**src/rtl/core/itoa_pkg.sv**
```systemverilog
// Types and constants for the signed integer to decimal text converter.
`default_nettype none

package itoa_pkg;

    localparam int VALUE_W   = 32;
    localparam int CHAR_W    = 6;
    localparam int NUM_DIGITS = 10;
    localparam int BCD_W     = 4 * NUM_DIGITS;
    localparam int BIT_CNT_W = $clog2(VALUE_W);
    localparam int DIG_CNT_W = $clog2(NUM_DIGITS + 1);

    localparam logic [CHAR_W-1:0] CHAR_MINUS = 6'd45;
    localparam logic [CHAR_W-1:0] CHAR_ZERO  = 6'd48;

    typedef enum logic [1:0] {
        ST_IDLE,
        ST_CONV,
        ST_SKIP,
        ST_EMIT
    } itoa_state_t;

endpackage : itoa_pkg

`default_nettype wire

```
**src/rtl/core/signed_int_to_decimal_ascii.sv**
```systemverilog
// Top level: signed 32-bit integer to decimal ASCII text, bit-serial double dabble.
//
//  channel  | handshake              | payload
//  ---------+------------------------+-----------------------
//  input    | start & !busy          | value[31:0] (signed)
//  result   | strobe (one cycle)     | char_code[5:0], last
//
//  A transaction is taken when start is high and busy is low. A negative value
//  gives '-' on the cycle after acceptance. The magnitude is then shifted one
//  bit per cycle through the BCD digit register, and the ten digits leave four
//  bits per cycle: leading zeros are dropped one per cycle, the rest emitted
//  one per cycle. busy is low again in the cycle that shows the last character.
//  Reset returns the block to idle and drops strobe; there is no back-pressure
//  on results.
`default_nettype none

module signed_int_to_decimal_ascii (
    input  wire logic                         clk,
    input  wire logic                         rst_n,
    input  wire logic                         start,
    output logic                              busy,
    input  wire logic signed [itoa_pkg::VALUE_W-1:0] value,
    output logic                              strobe,
    output logic [itoa_pkg::CHAR_W-1:0]       char_code,
    output logic                              last
);
    import itoa_pkg::*;

    itoa_state_t               state_reg, state_next;
    logic [VALUE_W-1:0]        mag_reg, mag_next;
    logic [BCD_W-1:0]          bcd_reg, bcd_next;
    logic [BIT_CNT_W-1:0]      bit_cnt_reg, bit_cnt_next;
    logic [DIG_CNT_W-1:0]      dig_cnt_reg, dig_cnt_next;
    logic                      strobe_reg, strobe_next;
    logic [CHAR_W-1:0]         char_reg, char_next;
    logic                      last_reg, last_next;

    logic [BCD_W-1:0]          bcd_adj;
    logic [3:0]                top_digit;
    logic                      accept;
    logic                      final_digit;

    assign accept      = start && (state_reg == ST_IDLE);
    assign top_digit   = bcd_reg[BCD_W-1 -: 4];
    assign final_digit = (dig_cnt_reg == DIG_CNT_W'(1));

    // add-3 correction on each BCD digit before the shift
    always_comb
    begin
        for (int d = 0; d < NUM_DIGITS; d++)
        begin
            if (bcd_reg[4*d +: 4] >= 4'd5)
                bcd_adj[4*d +: 4] = bcd_reg[4*d +: 4] + 4'd3;
            else
                bcd_adj[4*d +: 4] = bcd_reg[4*d +: 4];
        end
    end

    // next state
    always_comb
    begin
        state_next = state_reg;
        case (state_reg)
            ST_IDLE:
            begin
                if (start)
                    state_next = ST_CONV;
            end
            ST_CONV:
            begin
                if (bit_cnt_reg == BIT_CNT_W'(VALUE_W - 1))
                    state_next = ST_SKIP;
            end
            ST_SKIP:
            begin
                if (final_digit)
                    state_next = ST_IDLE;
                else if (top_digit != 4'd0)
                    state_next = ST_EMIT;
            end
            ST_EMIT:
            begin
                if (final_digit)
                    state_next = ST_IDLE;
            end
            default:
                state_next = ST_IDLE;
        endcase
    end

    // datapath and result registers
    always_comb
    begin
        mag_next     = mag_reg;
        bcd_next     = bcd_reg;
        bit_cnt_next = bit_cnt_reg;
        dig_cnt_next = dig_cnt_reg;
        strobe_next  = 1'b0;
        char_next    = char_reg;
        last_next    = last_reg;
        case (state_reg)
            ST_IDLE:
            begin
                if (accept)
                begin
                    mag_next     = value[VALUE_W-1] ? (~value) + VALUE_W'(1) : value;
                    bcd_next     = '0;
                    bit_cnt_next = '0;
                    dig_cnt_next = DIG_CNT_W'(NUM_DIGITS);
                    if (value[VALUE_W-1])
                    begin
                        strobe_next = 1'b1;
                        char_next   = CHAR_MINUS;
                        last_next   = 1'b0;
                    end
                end
            end
            ST_CONV:
            begin
                bcd_next     = {bcd_adj[BCD_W-2:0], mag_reg[VALUE_W-1]};
                mag_next     = {mag_reg[VALUE_W-2:0], 1'b0};
                bit_cnt_next = bit_cnt_reg + BIT_CNT_W'(1);
            end
            ST_SKIP, ST_EMIT:
            begin
                bcd_next     = {bcd_reg[BCD_W-5:0], 4'd0};
                dig_cnt_next = dig_cnt_reg - DIG_CNT_W'(1);
                if (state_reg == ST_EMIT || top_digit != 4'd0 || final_digit)
                begin
                    strobe_next = 1'b1;
                    char_next   = CHAR_ZERO + {2'b00, top_digit};
                    last_next   = final_digit;
                end
            end
            default:
            begin
                strobe_next = 1'b0;
            end
        endcase
    end

    always_ff @(posedge clk or negedge rst_n)
    begin
        if (!rst_n)
        begin
            state_reg   <= ST_IDLE;
            bit_cnt_reg <= '0;
            dig_cnt_reg <= '0;
            strobe_reg  <= 1'b0;
        end
        else
        begin
            state_reg   <= state_next;
            bit_cnt_reg <= bit_cnt_next;
            dig_cnt_reg <= dig_cnt_next;
            strobe_reg  <= strobe_next;
        end
    end

    always_ff @(posedge clk)
    begin
        mag_reg  <= mag_next;
        bcd_reg  <= bcd_next;
        char_reg <= char_next;
        last_reg <= last_next;
    end

    assign busy      = (state_reg != ST_IDLE);
    assign strobe    = strobe_reg;
    assign char_code = char_reg;
    assign last      = last_reg;

endmodule : signed_int_to_decimal_ascii

`default_nettype wire
```
**config.mk**
```make
export PLATFORM = sky130hd
export DESIGN_NAME = signed_int_to_decimal_ascii
export DESIGN_NICKNAME = d
export VERILOG_FILES = /design/src/rtl/core/itoa_pkg.sv /design/src/rtl/core/signed_int_to_decimal_ascii.sv
export SDC_FILE = /design/constraint.sdc
export NUM_CORES = 1
export LEC_CHECK = 0
export ABC_AREA = 1
export BUFFER_PORTS_ARGS = -buffer_cell sky130_fd_sc_hd__buf_2
export CAP_MARGIN = 20
export CORE_AREA = 2 2 161 163
export CTS_CLUSTER_SIZE = 24
export DETAILED_ROUTE_END_ITERATION = 10
export DIE_AREA = 0 0 163 165
export GPL_TIMING_DRIVEN = 0
export SYNTH_ARGS = -nofsm -noshare
export SYNTH_HDL_FRONTEND = slang
export SYNTH_SLANG_ARGS = --single-unit
```
**constraint.sdc**
```tcl
create_clock -name clk -period 3.05 [get_ports clk]
set_clock_uncertainty 0.15 [all_clocks]
set_input_delay 0.61 -clock clk [delete_from_list [all_inputs] [get_ports clk]]
set_output_delay 0.61 -clock clk [all_outputs]
set_load 0.005 [all_outputs]
```
-- Yosys cells after proc, flatten, opt, wreduce, memory -nomap -nowiden
Index checks and enable logic that the tools add are counted.
- bits in registers: 91
- input port bits: 35
- logic and storage cells: 95
- $add $sub $neg: 14
- $lt $le $gt $ge: 10
- equality and inequality tests: 12
- mux-type cells: 37
- bitwise logic cells: 1
- reductions and logical operators: 13
- operator list (cell ; count):
    40-bit one-hot mux with 3 select lines ; 1
    32-bit 2-to-1 mux ; 2
    32-bit one-hot mux with 2 select lines ; 1
    4-bit by 3-bit >= comparator with 1-bit output, second input constant ; 10
    4-bit 2-to-1 mux ; 10
    40-bit 2-to-1 mux ; 1
    4-bit by 2-bit adder with 4-bit output, second input constant ; 9
    32-bit by 2-bit adder with 32-bit output, second input constant ; 1
    32-bit inverter ; 1
    6-bit 2-to-1 mux ; 3
    2-bit != test, second input constant ; 6
    6-bit one-hot mux with 2 select lines ; 1
    2-bit 2-to-1 mux ; 5
    5-bit one-hot mux with 2 select lines ; 1
    2-bit one-hot mux with 4 select lines ; 1
    4-bit one-hot mux with 2 select lines ; 1
    4-bit AND reduction ; 2
    5-bit by 5-bit adder with 6-bit output, first input constant ; 1
    1-bit 2-to-1 mux ; 6
    2-bit nonzero test ; 3
    5-bit by 1-bit adder with 5-bit output, second input constant ; 1
    5-bit equality test, second input constant ; 1
    5-bit 2-to-1 mux ; 1
    2-bit equality test, second input constant ; 2
    other kinds (13) ; 16

-- Longest topological paths before layout
- depth after elaboration: 5
- depth in mapped cells: 11

-- Least setup slack after synthesis
OpenSTA, ideal clock, no wires.
- path type: in2reg
- from: in start
- to: reg char_reg[0], in the netlist char_code[0] (enable)
- library setup time: 350 ps
- data arrival time: 1653 ps
- data required time: 2550 ps
- slack: 897 ps
- stages on the path: 4
- path through: inv_1 nand2_2 nand2_4 nor2_1
- longest elaborated chain between the ends: 3
- RTL lines (what ; line ; RTL):
    from (decl) ; signed_int_to_decimal_ascii.sv:20 ; input wire logic start,
    1-bit logical AND ; signed_int_to_decimal_ascii.sv:43 ; assign accept = start && (state_reg == ST_IDLE);
    2-bit != test (no line) ; -- ;
    4-bit AND reduction (no line) ; -- ;
    to (signal assigned) ; signed_int_to_decimal_ascii.sv:164 ; char_reg <= char_next;
    to (decl) ; signed_int_to_decimal_ascii.sv:35 ; logic [CHAR_W-1:0] char_reg, char_next;
Every way passes these cells.
A chain may end at the register's enable or synchronous reset.

-- Worst setup path after layout
- from: reg state_reg[0]
- to: reg mag_reg[2] (enable)
- longest elaborated chain between the ends: 4
- elaborated cells between the ends (all ways): 6
- RTL lines (what ; line ; RTL):
    from (decl) ; signed_int_to_decimal_ascii.sv:29 ; itoa_state_t state_reg, state_next;
    from (signal assigned) ; signed_int_to_decimal_ascii.sv:153 ; state_reg <= state_next;
    2-bit logical NOT ; signed_int_to_decimal_ascii.sv:43, signed_int_to_decimal_ascii.sv:101 ;
    1-bit logical AND ; signed_int_to_decimal_ascii.sv:43 ;
    2-bit != test (no line) ; -- ;
    2-bit AND reduction (no line) (*) ; -- ;
    to (signal assigned) ; signed_int_to_decimal_ascii.sv:162 ; mag_reg <= mag_next;
    to (decl) ; signed_int_to_decimal_ascii.sv:30 ; logic [VALUE_W-1:0] mag_reg, mag_next;
Every way passes the cells marked *; elsewhere a longest branch is shown, timed or not.

==> metrics.csv <==
stage,metric,value,unit
setup_path,cp-startpoint,state_reg[0],
grt,gr-total-overflow,0,
placement,gp_congestion,0.8597,
sta,post-route-period-util,68.57,%
synth,netlist.area_leader.share,41.07,%
power_and_ir_drop,clkPwrFrac,19.8,%
grt,use_met1,14.41,%
floorplanning,die_area,0.02690,mm^2
status,status,"finished, final reports clean",
power_and_ir_drop,p_seq_share,40.3,%
grt,grt_busiest_layer,met2,
sta,whs,332.2,ps
min_path,min-delay-path-class,flip-flop to flip-flop,
finish,largest_reg_flops,40,
placement,place_inst,1042,
synth,synthTopCellsByArea,"edfxtp_1, nand2_1, o21ai_0, ha_1, dfrtp_1",
setup_path,worstRegToRegCells,5,
sta,maxSlewViolCount,0,
setup_path,cpPeakStageDelay,530,ps
finish,fin_nets,786,
floorplanning,initial_core_util,22.78,%
synth,synth_warnings,0,
sta,relSlewSlack,52.24,%
setup_path,cp.required,2880,ps
clock_network,clock_latency,350,ps
grt,met2_usage,16.14,%
floorplanning,io_pins,44,
setup_path,cp_slowest_cell,inv_2,
synth,netlist_instances,670,
clock_network,clock_path_buffers,2,
route,drtAntennaViolNets,0,
sta,rsz0062_at_grt,no,
synth,synth_top_area_cell,edfxtp_1,
floorplanning,coreArea,0.02504,mm^2
sta,tightest_slew,715.3,ps
synth,ys_ff_latch,90,
clock_network,path_clk_slew,70,ps
run,cap_violations,0,
grt,antenna_found_initial,0,
setup_path,critPathCaptureType,flip-flop,
setup_path,reg2reg_from,state_reg[0],
setup_path,critPathKind,flip-flop to flip-flop,
synth,synth_area,0.005703,mm^2
finish,final_area,0.006685,mm^2
finish,area_delta_synth_final,17.22,%
route,via_per_inst,4.386,
clock_network,cts_tree,done,
sta,finalHoldViolations,0,
clock_network,numCtsBuffers,9,
clock_network,cts_root_buf,clkbuf_16,
route,wl,13420,um
sta,finalSetupViolCount,0,
finish,drive_gt1_share,15.75,%
placement,io_buffers,42,
finish,num_antenna_cells,0,
setup_path,crit_end,mag_reg[2],
clock_network,ctsResizeCount,0,
setup_path,crit_fanout,33,
floorplanning,die_x,163,um
power_and_ir_drop,total_power,0.006244,W
synth,synth.distinct_cells,42,
sta,period_minus_slack,2091,ps
finish,final_cells,1060,
clock_network,htree_levels,3,
power_and_ir_drop,combPwrFrac,39.9,%
sta,max_freq,0.4782,GHz
power_and_ir_drop,p_sw,0.002395,W
grt,grtUsageTotal,10.22,%
placement,dpl_cell_area,0.006326,mm^2
power_and_ir_drop,power_density,934.0,mW/mm^2
route,vias,4649,
setup_path,reg2reg_to,mag_reg[2],
floorplanning,fp.dieH,165,um
power_and_ir_drop,irDropWorstVdd,349.5,uV
power_and_ir_drop,p_leak,2.823,nW
route,wl_per_cell,12.66,um
setup_path,reg2reg_slack,960,ps
grt,grt_util_met3,2.059,%
placement,post-dp-hpwl,9766,um
route,drt-pass1-iter-count,5,
setup_path,start_kind,flip-flop,
grt,grt_max_degree,43,
floorplanning,rows,58,
power_and_ir_drop,switching_share,38.36,%
power_and_ir_drop,internal-power,0.003849,W
route,drtIter0Drc,329,
grt,grt_pass1_wl,21900,um
grt,grt_pass1_vias,4391,
synth,ys_seq_area_share,46.34,%
clock_network,cts.sink_count,90,
setup_path,critPathArrivalTime,1920,ps
synth,syn_area_per_cell,8.512,um^2
synth,synth_fp_nets,731,
finish,num-fill-cells,2688,
setup_path,crit_chain,"nor2_2, inv_2, nor2_2, nor2_4, inv_2",
route,drc_errors,0,
sta,setup-tns-final,0,ps
## cell type report
class / instances / area [um^2] / area share, %
inverters: 86 / 327.8 / 4.904
clock inverters: 6 / 90.09 / 1.348
well taps: 330 / 412.9 / 6.176
multi-input cells: 473 / 2575 / 38.52
plain buffers: 21 / 157.7 / 2.358
flip-flops and latches: 90 / 2643 / 39.53
repair buffers: 44 / 240.2 / 3.593
clock buffers: 10 / 239.0 / 3.575
## worst max-delay path, delay by kind of cell (launching register included)
| family | cells | cell delay, ps |
|---|---|---|
| buffers and inverters | 2 | 610 |
| and+or+nand+nor | 3 | 490 |
| DFF | 1 | 460 |
## worst min path at each step
stage	startpoint	to	slack, ps	cells past startpoint
floorplan	rst_n	bit_cnt_reg[0]	160	0
global placement	dig_cnt_reg[3]	dig_cnt_reg[3]	310	1
detailed placement	dig_cnt_reg[3]	dig_cnt_reg[3]	320	1
CTS	dig_cnt_reg[3]	dig_cnt_reg[3]	330	1
global route	dig_cnt_reg[3]	dig_cnt_reg[3]	350	1
finish	dig_cnt_reg[3]	dig_cnt_reg[3]	330	1
## per-stage QoR
step                      utilization (%)  setup WS (ps)
after floorplan                         -          897.1
after global placement              25.27          351.3
after detailed placement            25.27          306.9
after CTS                           26.62          535.9
after global routing                26.70          787.6
final                               26.70          958.7
## timing repair
item	4_1_cts	5_1_grt
buffers inserted	0	0
hold endpoints to repair	12	0
hold buffers	1	0
## cell usage in the layout (no fill, tap or decap), types with 3 or more instances in the layout
cell type  instances
nor2_1            71
nand4_1            5
nand2_1          140
o32ai_1           14
buf_4              6
inv_2              8
dfrtp_1           12
edfxtp_1          78
buf_6              7
a21oi_1           29
xor2_1            17
nand2_2            6
o22ai_1            4
buf_2             45
ha_1              26
clkbuf_16          9
o211ai_1           3
nand3_1           44
nor2_2            11
o21ai_0           73
inv_1             76
clkbuf_1           4
nand3b_1           5
or2_2              3
## power by group through the flow
stage / combinational, W / clock, W / sequential [W]
2_1_floorplan: 0.00186 / 0 / 0.00244
4_1_cts: 0.00248 / 0.00126 / 0.00252
3_5_place_dp: 0.00247 / 0 / 0.00254
5_1_grt: 0.00288 / 0.00132 / 0.00259
3_3_place_gp: 0.00241 / 0 / 0.00252
6_report: 0.00249 / 0.00124 / 0.00251
## cells in the mapped netlist, drive strengths merged
master	instances
conb	1
o21bai	1
a22o	2
dfrtp	12
a21oi	29
xor2	17
or2	4
ha	26
o22ai	4
clkbuf	4
xnor2	2
buf	17
o32ai	14
a31oi	1
o211ai	3
nand2	149
nor2	84
nor3	1
edfxtp	78
o21ai	77
nand3	46
o211a	1
nand4	6
inv	86
nand3b	5
## per-layer routing
metal	up-vias	share of wire, %
met1	2162	50
met3	12	5.0
met2	110	44
li1	2365	-
met5	-	0
met4	0	0.86
## kinds of logic after synthesis
kind of cell | count (synthesis) | synth area share (%)
simple gates | 295 | 23.19
compound gates | 132 | 13.27
buf+inv | 107 | 8.512
flops | 90 | 46.34
fa+ha+maj | 26 | 5.704
xor+xnor | 19 | 2.918
other cells | 1 | 0.06576
Power figures use the tool's default switching activity.
